**config.mk**
```make
export PLATFORM = sky130hd
export DESIGN_NAME = rsbk_cell
export DESIGN_NICKNAME = d
export VERILOG_FILES = /design/src/sv/rsbk_pkg.sv /design/src/sv/rsbk_cell.sv
export SDC_FILE = /design/constraint.sdc
export NUM_CORES = 1
export LEC_CHECK = 0
export BUFFER_PORTS_ARGS = -buffer_cell sky130_fd_sc_hd__buf_2
export CORE_AREA = 2 2 151 153
export DETAILED_ROUTE_END_ITERATION = 8
export DIE_AREA = 0 0 153 155
export HOLD_SLACK_MARGIN = 0.08
export SLEW_MARGIN = 0
export SYNTH_ARGS = -nofsm -noshare
export SYNTH_HDL_FRONTEND = slang
export SYNTH_SLANG_ARGS = --single-unit
```
**constraint.sdc**
```tcl
create_clock -name i_clk -period 7.5 [get_ports i_clk]
set_input_delay 1.5 -clock i_clk [delete_from_list [all_inputs] [get_ports i_clk]]
set_output_delay 1.5 -clock i_clk [all_outputs]
set_load 0.02 [all_outputs]
```
**src/sv/rsbk_pkg.sv**
```systemverilog
// rsbk_pkg: constants, record and control types for the record sort block.
// No dependencies; used by rsbk_cell, record_sort_by_key and the testbench.
`default_nettype none

package rsbk_pkg;

    localparam int DEPTH    = 64;
    localparam int KEY_BITS = 32;
    // keys are ordered on at most 32 bits
    localparam int CMP_BITS = (KEY_BITS > 32) ? 32 : KEY_BITS;
    localparam int FILL_W   = $clog2(DEPTH + 1);

    typedef struct packed {
        logic signed [CMP_BITS-1:0] key;
        logic [31:0]                label;
        logic [31:0]                weight;
    } t_rec;

    typedef struct packed {
        logic ins;    // insert the new word into the chain
        logic shift;  // move every cell one place towards cell 0
    } t_cell_ctl;

    typedef enum logic [0:0] {
        ST_FILL  = 1'b0,
        ST_DRAIN = 1'b1
    } t_state;

endpackage

`default_nettype wire

```
**src/sv/rsbk_cell.sv**
```systemverilog
// rsbk_cell: one place of the insertion chain, holding a single record.
// Depends on rsbk_pkg.
`default_nettype none

module rsbk_cell (
    input  wire logic               i_clk,
    input  wire rsbk_pkg::t_cell_ctl i_ctl,
    input  wire logic               i_occ,
    input  wire logic               i_prev_gt,
    input  wire rsbk_pkg::t_rec     i_prev,
    input  wire rsbk_pkg::t_rec     i_next,
    input  wire rsbk_pkg::t_rec     i_new,
    output rsbk_pkg::t_rec          o_rec,
    output logic                    o_gt
);

    rsbk_pkg::t_rec r_rec;
    rsbk_pkg::t_rec n_rec;

    // strictly greater only, so equal keys stay in arrival order
    assign o_gt  = i_occ && ($signed(r_rec.key) > $signed(i_new.key));
    assign o_rec = r_rec;

    always_comb begin
        n_rec = r_rec;
        if (i_ctl.shift) begin
            n_rec = i_next;
        end else if (i_ctl.ins) begin
            if (i_prev_gt) begin
                n_rec = i_prev;
            end else if (o_gt || !i_occ) begin
                n_rec = i_new;
            end
        end
    end

    always_ff @(posedge i_clk) begin
        r_rec <= n_rec;
    end

endmodule

`default_nettype wire

```
Word-level counts from Yosys, hierarchy flattened
Cells that the tools add are included.
- order comparisons: 1
- mux-type cells: 4
- reduce and logical (&&, ||, !) cells: 6
- operators by type and width (operator ; number):
    $mux W96 ; 4
    $gt A32 B32 Y1 ; 1
    $reduce_bool A3 Y1 ; 1
    $reduce_and A2 Y1 ; 1
    $reduce_bool A2 Y1 ; 1
    $logic_and A1 B1 Y1 ; 1
    $logic_not A1 Y1 ; 1
    $logic_or A1 B1 Y1 ; 1
- bits in registers: 96
- output and inout port bits: 97

Depth between registers and ports, before layout
Gate-level depths: netlist (run 1).
- depth in word-level cells: 7
- gate-level depth with buffers: 8

Least setup slack after synthesis (run 1)
Ideal clock, no wire load.
- kind: input-to-reg
- start: in i_new[95] (netlist bit)
- end: reg r_rec, in the netlist o_rec[0], enable pin
- setup time: 1.141 ns
- data arrival time: 4.893 ns
- data required time: 6.359 ns
- slack: 1.465 ns
- stages on the path: 8
- buffers on the path: 0
- cell sequence: inv_1 ha_1 nand4_2 nor4_2 nand2_1 and3b_1 a21oi_1 nand3_1
- cells in the longest elaborated chain, start to end: 5
- RTL lines (element ; RTL line ; text):
    from (decl) ; rsbk_cell.sv:12 ; input wire rsbk_pkg::t_rec i_new,
    $gt A32 B32 Y1 ; rsbk_cell.sv:21 ; assign o_gt = i_occ && ($signed(r_rec.key) > $signed(i_new.key));
    $logic_and A1 B1 Y1 ; rsbk_cell.sv:21 ;
    $logic_or A1 B1 Y1 ; rsbk_cell.sv:31 ; end else if (o_gt || !i_occ) begin
    $reduce_bool A3 Y1 (no line) ; n/a ;
    $reduce_and A2 Y1 (no line) ; n/a ;
    to (signal assigned) ; rsbk_cell.sv:38 ; r_rec <= n_rec;
    to (decl) ; rsbk_cell.sv:17 ; rsbk_pkg::t_rec r_rec;
Every way passes these cells.
A chain may end at the register's enable or synchronous reset.

Worst setup path in the final report (run 1)
- start: in i_new[78] (netlist bit)
- end: out o_gt
- cells in the longest elaborated chain, start to end: 2
- RTL lines (element ; RTL line ; text):
    $gt A32 B32 Y1 ; rsbk_cell.sv:21 ;
    $logic_and A1 B1 Y1 ; rsbk_cell.sv:21 ;
    to (decl) ; rsbk_cell.sv:14 ; output logic o_gt
Every way passes these cells.

==> results of run 1 <==
==> path summary, 6_finish.rpt <==
path / from / endpoint / cells past startpoint
min reg2reg: o_rec[95]$_DFFE_PP_ / o_rec[79]$_DFFE_PP_ / 5
max: i_new[78] / o_gt / 9
max reg2reg: o_rec[78]$_DFFE_PP_ / o_rec[83]$_DFFE_PP_ / 7
min: i_next[25] / o_rec[25]$_DFFE_PP_ / 3
==> layer usage <==
metal,vias up,GRT usage,part of all wire
met4,0,0.0397,0.016
met5,-,0,0
met2,226,0.264,0.51
li1,2706,-,-
met1,2251,0.174,0.41
met3,20,0.0382,0.064
==> where the power goes <==
part	switching (mW)	internal [mW]
Combinational	0.300	0.181
Clock	0.212	0.297
Sequential	0.0279	0.695
==> worst max-delay path, stage by stage <==
cell,delay [ns]
buf_2,0.09
inv_1,0.04
ha_1,0.32
nand4_1,0.19
a2111oi_0,0.69
o31a_1,0.30
o2111ai_2,0.12
o41ai_2,0.08
buf_2,0.22
==> area by class of cell <==
cell class	instances	area, µm²	share of cell area
clock buffers	9	225	0.0273
inverters	33	124	0.0150
diodes	1	2.50	0.000303
well taps	285	357	0.0432
clock inverters	7	101	0.0123
repair buffers	393	1980	0.240
multi-input cells	379	2570	0.312
flip-flops and latches	96	2880	0.350
==> kinds of logic after synthesis <==
family	after synthesis	synth area share
muxes	96	0.169
and+or+nand+nor	127	0.0931
DFF	96	0.506
adders and majority gates	32	0.0703
buffers and inverters	65	0.0452
AOI/OAI and AO/OA	124	0.117
==> through the flow <==
step	worst slack (ns)	util	total power [mW]
5_1_grt	2.25	0.371	1.81
3_3_place_gp	2.46	0.356	1.22
2_1_floorplan	1.47	-	1.01
3_5_place_dp	2.43	0.356	1.22
6_report	2.45	0.371	1.71
4_1_cts	2.42	0.371	1.74
==> synthesized netlist by cell type, drive strengths merged, types with 4 or more instances <==
library cell / instances / area share
a21oi: 15 / 0.013
buf: 11 / 0.0097
nor2: 5 / 0.0033
nand2: 104 / 0.068
o21ai: 99 / 0.087
mux2i: 96 / 0.17
inv: 33 / 0.022
nand3: 4 / 0.0035
clkbuf: 21 / 0.014
edfxtp: 96 / 0.51
ha: 32 / 0.070
nand4: 8 / 0.0099
==> key figures, run 1 <==
Status
  • Outcome: completed

STA
  • Setup Total Neg Slack: 0 ns
  • Final hold violation count: 0
  • Final hold slack: 1.43 ns
  • Slew Limit Fails: 0
  • Final min period: 5.05 ns
  • Worst slew pin tran: between 0.9 and 1 ns
  • Tcrit/Tclk final: 0.674
  • Layout Skew: 0.00867 ns
  • RSZ-0062 raised after global routing: no
  • Final setup fails: 0
  • Relative slew margins: 0.398
  • F_max: 198 MHz

Synth
  • Flops & latches, synth: 96
  • Ys flop type: edfxtp_1
  • Syn_area_per_cell: 10.6 µm²
  • Share of async-settable or async-resettable flops after synthesis: 0
  • Seq/Total Area, Yosys: 0.506
  • Synth Warn #: 0
  • Post-Syn Area: 0.00570 mm²
  • Synthesized net count: 865
  • Cells after Synth: 540
  • Cell variety after synth: 28
  • EDFF count, synth: between 90 and 100

Flow run
  • Max Cap Viol: 0

Placed design
  • Detailed Place HPWL: 14700 µm
  • Placed Area: 0.00792 mm²
  • Placed cell count: 1186
  • GP Congestion: 0.833
  • Buffers on Ports: 389

Pwr
  • Cell area power density: approximately 210 mW/mm²
  • Peak supply drop: 0.000110 V
  • Lkg Pwr: 4.16 nW

Global routing
  • Gr ovfl total: 0
  • Total track usage: 0.147
  • First-pass GRT wire length: 26900 µm
  • Initial antenna violation count: 0
  • Largest net degree at the start of global routing: between 90 and 100
  • Vias in the first global route: 5016

Layout
  • Nets: roughly 1200
  • Fin cells: ~1200
  • Most frequent cells in the layout: 387 x buf_2, 104 x nand2_1, 99 x o21ai_0, 96 x mux2i_1, 96 x edfxtp_1
  • # fillers: 2286
  • Commonest non-fill, non-tap cell in the layout: buf_2
  • Layout Cell Area excl Fill: between 0.008 and 0.009 mm²
  • Layout cells sized above 1: 0.450
  • P&R area growth vs syn: 44.7%
  • Max reg flops: between 90 and 100

Worst setup path
  • Worst-path fanout max: 4
  • CP Capture Type: primary output
  • Crit Path Class: in2out
  • Flop-to-flop setup slack: between 3 and 4 ns
  • WP data required: 6.00 ns
  • Crit path DAT: between 3 and 4 ns
  • Startpoint types: input port

Route
  • WL per Instance: 15.0 µm
  • DRT Wirelength: 18000 µm
  • Pre-antenna DRT Iters: 4
  • DR vias: 5203
  • DRC errors left: 0
  • Final ANT Viol Nets: 0
  • DR vias/cell: 4.33
  • Initial detailed-routing violation count: 219

Clock network
  • Root buffer cell: clkbuf_16
  • Clock Path Buffers: 2
  • Post-CTS Setup Inserts: 0
  • Cts hold-fix bufs: 0
  • Num CTS Buffers: 9
  • Clock slew at reported path FFs: 0.07 ns
  • Cts repair resizes: 0
  • Latest clock arrival within the worst-skew pair: about 0.34 ns
  • Htree depth: 3
  • CTS Sinks: 96
  • CTS tree: built

Floorplan
  • Ports: 390
  • Initial Util: 0.256
  • Core Box Area: 0.0222 mm²
  • Die Area: 0.0237 mm²
  • Cell row count: 55
  • Die W: ~150 µm
  • Die height: 155 µm

Worst hold path
  • Hold/Removal Path Class: in2reg
Power figures use the tool's default switching activity.
==> inputs of run 2 (changes only) <==
--- a/config.mk
+++ b/config.mk
@@ -6,9 +6,9 @@
 export NUM_CORES = 1
 export LEC_CHECK = 0
 export BUFFER_PORTS_ARGS = -buffer_cell sky130_fd_sc_hd__buf_2
-export CORE_AREA = 2 2 151 153
+export CORE_AREA = 2 2 150 152
 export DETAILED_ROUTE_END_ITERATION = 8
-export DIE_AREA = 0 0 153 155
+export DIE_AREA = 0 0 152 154
 export HOLD_SLACK_MARGIN = 0.08
 export SLEW_MARGIN = 0
 export SYNTH_ARGS = -nofsm -noshare
==> constraint.sdc (replaced) <==
create_clock -name i_clk -period 4.6 [get_ports i_clk]
set_input_delay 0.92 -clock i_clk [delete_from_list [all_inputs] [get_ports i_clk]]
set_output_delay 0.92 -clock i_clk [all_outputs]
set_load 0.02 [all_outputs]
==> key figures, run 2 (same netlist as run 1, synthesis figures left out) <==
Pwr
  • Sw Ratio: 0.322
  • Gate power share: 0.286
  • Int Pwr: 1.87 mW
  • Tot Pwr: 2.75 mW
  • P_sw: approximately 900 µW
  • Clock share of power: 0.286
  • Lkg Pwr: 4.17 nW
  • Cell area power density: about 330 mW/mm²
  • Peak supply drop: 0.000152 V
  • Reg power frac: 0.427

Floorplan
  • Die height: 154 µm
  • Cell row count: 54
  • Ports: 390
  • Die Area: 0.0234 mm²
  • Die W: 152 µm
  • Core Box Area: between 0.02 and 0.025 mm²
  • Initial Util: 0.263

Worst hold path
  • Hold/Removal Path Class: in2reg

STA
  • Worst slew pin tran: 0.721 ns
  • Final hold slack: approximately 0.85 ns
  • Setup Total Neg Slack: 0 ns
  • F_max: 257 MHz
  • Tcrit/Tclk final: 0.846
  • Final setup fails: 0
  • RSZ-0062 raised after global routing: no
  • Slew Limit Fails: 0
  • Final setup margin: 0.707 ns
  • Relative slew margins: 0.507
  • Final hold violation count: 0
  • Final min period: 3.89 ns
  • Layout Skew: 0.0104 ns

Worst setup path
  • Most used cell, CP: buf_2
  • CP Depth: 10
  • Crit Path Class: in2out
  • Top delay family on crit path: compound AO/OA/AOI/OAI gates
  • Flop-to-flop setup slack: between 1.5 and 2 ns
  • Worst-path fanout max: 3
  • Slowest CP cell: a2111oi_0
  • CP Capture Point: o_gt
  • WP data required: 3.68 ns
  • Cell Chain, Critical Path: buf_2, inv_1, ha_1, nor2b_1, o211ai_1, a2111oi_0, o31a_1, o2111ai_2, o41ai_2, buf_2
  • Worst path bufs/invs: 3
  • Crit path DAT: 2.97 ns
  • Reg2reg end: o_rec[21]$_DFFE_PP_
  • Worst Setup SP: i_new[65]
  • Startpoint types: input port
  • Max incr delay on CP: 0.66 ns
  • Cell count of the worst reg-to-reg path: 8
  • Crit Reg-Reg Startpoint: o_rec[65]$_DFFE_PP_
  • CP Capture Type: primary output

Layout
  • # fillers: 2189
  • Fin cells: about 1200
  • Commonest non-fill, non-tap cell in the layout: buf_2
  • Layout cells sized above 1: 0.452
  • Antenna cell count: 0
  • Most frequent cells in the layout: 387 x buf_2, 104 x nand2_1, 99 x o21ai_0, 96 x mux2i_1, 96 x edfxtp_1
  • P&R area growth vs syn: 44.8%
  • Nets: ~1200
  • Max reg flops: between 90 and 100
  • Register area: 0.00288 mm²
  • Area of the multi-input gates: 0.00257 mm²

Placed design
  • GP Congestion: 0.837
  • Detailed Place HPWL: 14900 µm
  • Buffers on Ports: 389
  • Placed cell count: 1182
  • Pre-CTS setup slack: about 0.71 ns

Global routing
  • First-pass GRT wire length: 27800 µm
  • Vias in the first global route: 5227
  • Total track usage: 0.151
  • Gr ovfl total: 0
  • Largest net degree at the start of global routing: between 90 and 100
  • Initial antenna violation count: 0

Route
  • Final ANT Viol Nets: 0
  • DR vias: 5276
  • Initial detailed-routing violation count: 259
  • Pre-antenna DRT Iters: 4
  • WL per Instance: 15.2 µm
  • DRT Wirelength: 18200 µm
  • DRC errors left: 0
  • DR vias/cell: between 4 and 5

Clock network
  • CTS tree: built
  • Post-CTS Setup Inserts: 0
  • Latest clock arrival within the worst-skew pair: between 0.3 and 0.4 ns
  • Clock slew at reported path FFs: 0.07 ns
  • Num CTS Buffers: 9
  • CTS Sinks: 96
  • Htree depth: 3
  • Cts hold-fix bufs: 0
  • Clock Path Buffers: 2
  • Root buffer cell: clkbuf_16
  • Cts repair resizes: 0

Flow run
  • Max Cap Viol: 0

Status
  • Outcome: completed
-- run 2: worst min path at each step --
stage,start,to,slack [ns],depth (start not counted)
floorplan,i_next[93],o_rec[93]$_DFFE_PP_,1.11,2
global placement,o_rec[95]$_DFFE_PP_,o_rec[5]$_DFFE_PP_,1.13,3
detailed placement,o_rec[95]$_DFFE_PP_,o_rec[5]$_DFFE_PP_,1.16,3
CTS,i_next[25],o_rec[25]$_DFFE_PP_,0.83,3
global route,i_next[12],o_rec[12]$_DFFE_PP_,0.84,3
finish,i_next[3],o_rec[3]$_DFFE_PP_,0.85,3
-- run 2: layout make-up --
class / instances / share of cell area
Clock buffer: 9 / 0.0273
Clock inverter: 7 / 0.0102
Multi-Input combinational cell: 379 / 0.312
Inverter: 33 / 0.0150
Timing Repair Buffer: 394 / 0.244
Sequential cell: 96 / 0.349
Tap cell: 280 / 0.0425
-- run 2: per-layer routing --
layer	track usage	vias up	routed length (µm)
met3	0.0327	14	1100
met2	0.277	227	9350
met5	0	-	0
li1	-	2705	-
met4	0.0360	0	193
met1	0.181	2330	7570
-- run 2: power by group through the flow --
stage	Combinational (mW)	Clock (mW)	Sequential (mW)
after floorplan	0.264	0	1.37
after global placement	0.797	0	1.19
after detailed placement	0.803	0	1.20
after CTS	0.805	0.831	1.18
after global routing	0.864	0.857	1.19
final	0.788	0.788	1.18
-- run 2: stage by stage --
stage | util | instance area, µm²
detailed placement | 0.366 | 7940
finish | 0.380 | 8250
floorplan | - | 5700
global placement | 0.366 | 7940
global route | 0.380 | 8250
CTS | 0.380 | 8250
-- run 2: tightest hold or removal path: cells and delay by family --
family,cells,cell delay (ns)
and+or+nand+nor,1,0.04
buffers and inverters,1,0.07
AOI/OAI and AO/OA,1,0.05
==> inputs of run 3 (changes only) <==
--- a/config.mk
+++ b/config.mk
@@ -6,9 +6,9 @@
 export NUM_CORES = 1
 export LEC_CHECK = 0
 export BUFFER_PORTS_ARGS = -buffer_cell sky130_fd_sc_hd__buf_2
-export CORE_AREA = 2 2 150 152
+export CORE_AREA = 2 2 151 153
 export DETAILED_ROUTE_END_ITERATION = 8
-export DIE_AREA = 0 0 152 154
+export DIE_AREA = 0 0 153 155
 export HOLD_SLACK_MARGIN = 0.08
 export SLEW_MARGIN = 0
 export SYNTH_ARGS = -nofsm -noshare
==> constraint.sdc (replaced) <==
create_clock -name i_clk -period 4.06 [get_ports i_clk]
set_input_delay 0.812 -clock i_clk [delete_from_list [all_inputs] [get_ports i_clk]]
set_output_delay 0.812 -clock i_clk [all_outputs]
set_load 0.02 [all_outputs]
==> key figures, run 3 (same netlist as run 1, synthesis figures left out) <==
Status
  • Outcome: completed

Route
  • DRT Wirelength: 17800 µm
  • DRC errors left: 0
  • DR vias: 5238
  • Final ANT Viol Nets: 0
  • Pre-antenna DRT Iters: 5
  • DR vias/cell: 4.35
  • WL per Instance: 14.8 µm
  • Initial detailed-routing violation count: 337

Placed design
  • Buffers on Ports: 389
  • GP Congestion: 0.809
  • Pre-CTS setup slack: around 0.54 ns
  • Detailed Place HPWL: around 14000 µm

STA
  • Final setup fails: 0
  • F_max: approximately 280 MHz
  • Final hold violation count: 0
  • Worst slew pin tran: ~0.71 ns
  • Layout Skew: approximately 0.0067 ns
  • Setup Total Neg Slack: 0 ns
  • RSZ-0062 raised after global routing: no
  • Final setup margin: 0.535 ns
  • Final min period: 3.52 ns
  • Relative slew margins: 0.527
  • Tcrit/Tclk final: 0.868
  • Slew Limit Fails: 0

Worst setup path
  • Crit Path Class: in2out
  • Slowest CP cell: o31a_1
  • CP Capture Type: primary output
  • Startpoint types: input port
  • Worst-path fanout max: 3
  • Flop-to-flop setup slack: roughly 1.3 ns
  • Top delay family on crit path: compound AO/OA/AOI/OAI gates
  • Most used cell, CP: buf_2
  • Crit Reg-Reg Startpoint: o_rec[95]$_DFFE_PP_
  • Cell Chain, Critical Path: buf_2, inv_1, ha_1, a21oi_1, o21ai_0, a221o_1, o31a_1, o2111ai_2, o41ai_2, buf_2
  • Worst path bufs/invs: 3
  • Worst Setup SP: i_new[71]
  • Cell count of the worst reg-to-reg path: 8
  • Max incr delay on CP: 0.35 ns
  • WP data required: 3.25 ns
  • Crit path DAT: around 2.7 ns
  • Reg2reg end: o_rec[60]$_DFFE_PP_

Layout
  • Nets: 1238
  • Commonest non-fill, non-tap cell in the layout: buf_2
  • Layout cells sized above 1: 0.451
  • Final core area utilization: 0.374
  • P&R area growth vs syn: 45.7%
  • Most frequent cells in the layout: 387 x buf_2, 104 x nand2_1, 99 x o21ai_0, 96 x mux2i_1, 96 x edfxtp_1
  • Antenna cell count: 0
  • Max reg flops: 96

Floorplan
  • Die height: ~160 µm
  • Core Box Area: roughly 0.022 mm²
  • Cell row count: 55
  • Die Area: 0.0237 mm²
  • Ports: just under 400
  • Die W: about 150 µm
  • Initial Util: 0.256

Worst hold path
  • WHS Path Cells: 3
  • Hold/Removal Path Class: in2reg
  • Hold_sp: i_next[93]
  • Hold Path Sink: o_rec[93]$_DFFE_PP_

Clock network
  • Cts repair resizes: 0
  • Clock slew at reported path FFs: 0.07 ns
  • Htree depth: 3
  • Cts hold-fix bufs: 0
  • Latest clock arrival within the worst-skew pair: 0.34 ns
  • Num CTS Buffers: 9
  • CTS Sinks: between 90 and 100
  • Clock Path Buffers: 2
  • CTS tree: built
  • Root buffer cell: clkbuf_16
  • Post-CTS Setup Inserts: 0

Flow run
  • Max Cap Viol: 0

Global routing
  • Largest net degree at the start of global routing: 193
  • Initial antenna violation count: 0
  • Vias in the first global route: just over 5000
  • Gr ovfl total: 0
  • First-pass GRT wire length: roughly 27000 µm
  • Total track usage: 0.144

Pwr
  • Int Pwr: 2.23 mW
  • Peak supply drop: 0.000153 V
  • Reg power frac: 0.415
  • Clock share of power: 0.306
  • Lkg Pwr: 4.19 nW
  • Gate power share: 0.279
  • Sw Ratio: 0.306
  • Tot Pwr: 3.21 mW
  • P_sw: 983 µW
  • Cell area power density: 387 mW/mm²
[run 3: area by class of cell]
cell class	instances	area, µm²
Fill cell	2307	13900
Sequential cell	96	2880
Multi-Input combinational cell	379	2570
Timing Repair Buffer	394	2030
Tap cell	285	357
Clock buffer	9	225
Inverter	33	124
Clock inverter	7	116
[run 3: how the worst max path moves through the flow]
| stage | to | slack, ns | cells past startpoint |
|---|---|---|---|
| CTS | o_gt | 0.53 | 10 |
| floorplan | o_rec[0]$_DFFE_PP_ | 0.61 | 8 |
| detailed placement | o_gt | 0.54 | 10 |
| global route | o_gt | 0.43 | 10 |
| global placement | o_gt | 0.59 | 10 |
| finish | o_gt | 0.54 | 10 |
[run 3: metrics by stage]
stage	cells	hold slack [ns]	area [µm²]
floorplan	540	0.999	5710
global placement	1187	1.09	7960
detailed placement	1187	1.09	7960
CTS	1203	0.715	8300
global route	1203	0.732	8300
finish	1203	0.736	8300
[run 3: worst register-to-register path, delay by kind of cell (launching register included)]
family	cells	cell delay [ns]
adder cells (fa/ha/maj)	1	0.44
buffers and inverters	1	0.21
AND/OR/NAND/NOR	5	1.08
flip-flops	1	0.39
AO/OA/AOI/OAI	1	0.24
[run 3: routing by layer]
metal / vias up / track usage / wire length [µm]
met5: - / 0 / 0
met4: 0 / 0.0445 / 402
met3: 25 / 0.0376 / 1260
met2: 235 / 0.252 / 8730
met1: 2274 / 0.174 / 7410
li1: 2704 / - / -
[run 3: power by group through the flow]
stage / combinational, mW / sequential (mW) / clock (mW)
6_report: 0.896 / 1.33 / 0.984
3_5_place_dp: 0.911 / 1.36 / 0
3_3_place_gp: 0.909 / 1.35 / 0
5_1_grt: 0.978 / 1.35 / 1.06
4_1_cts: 0.914 / 1.33 / 1.03
2_1_floorplan: 0.301 / 1.55 / 0
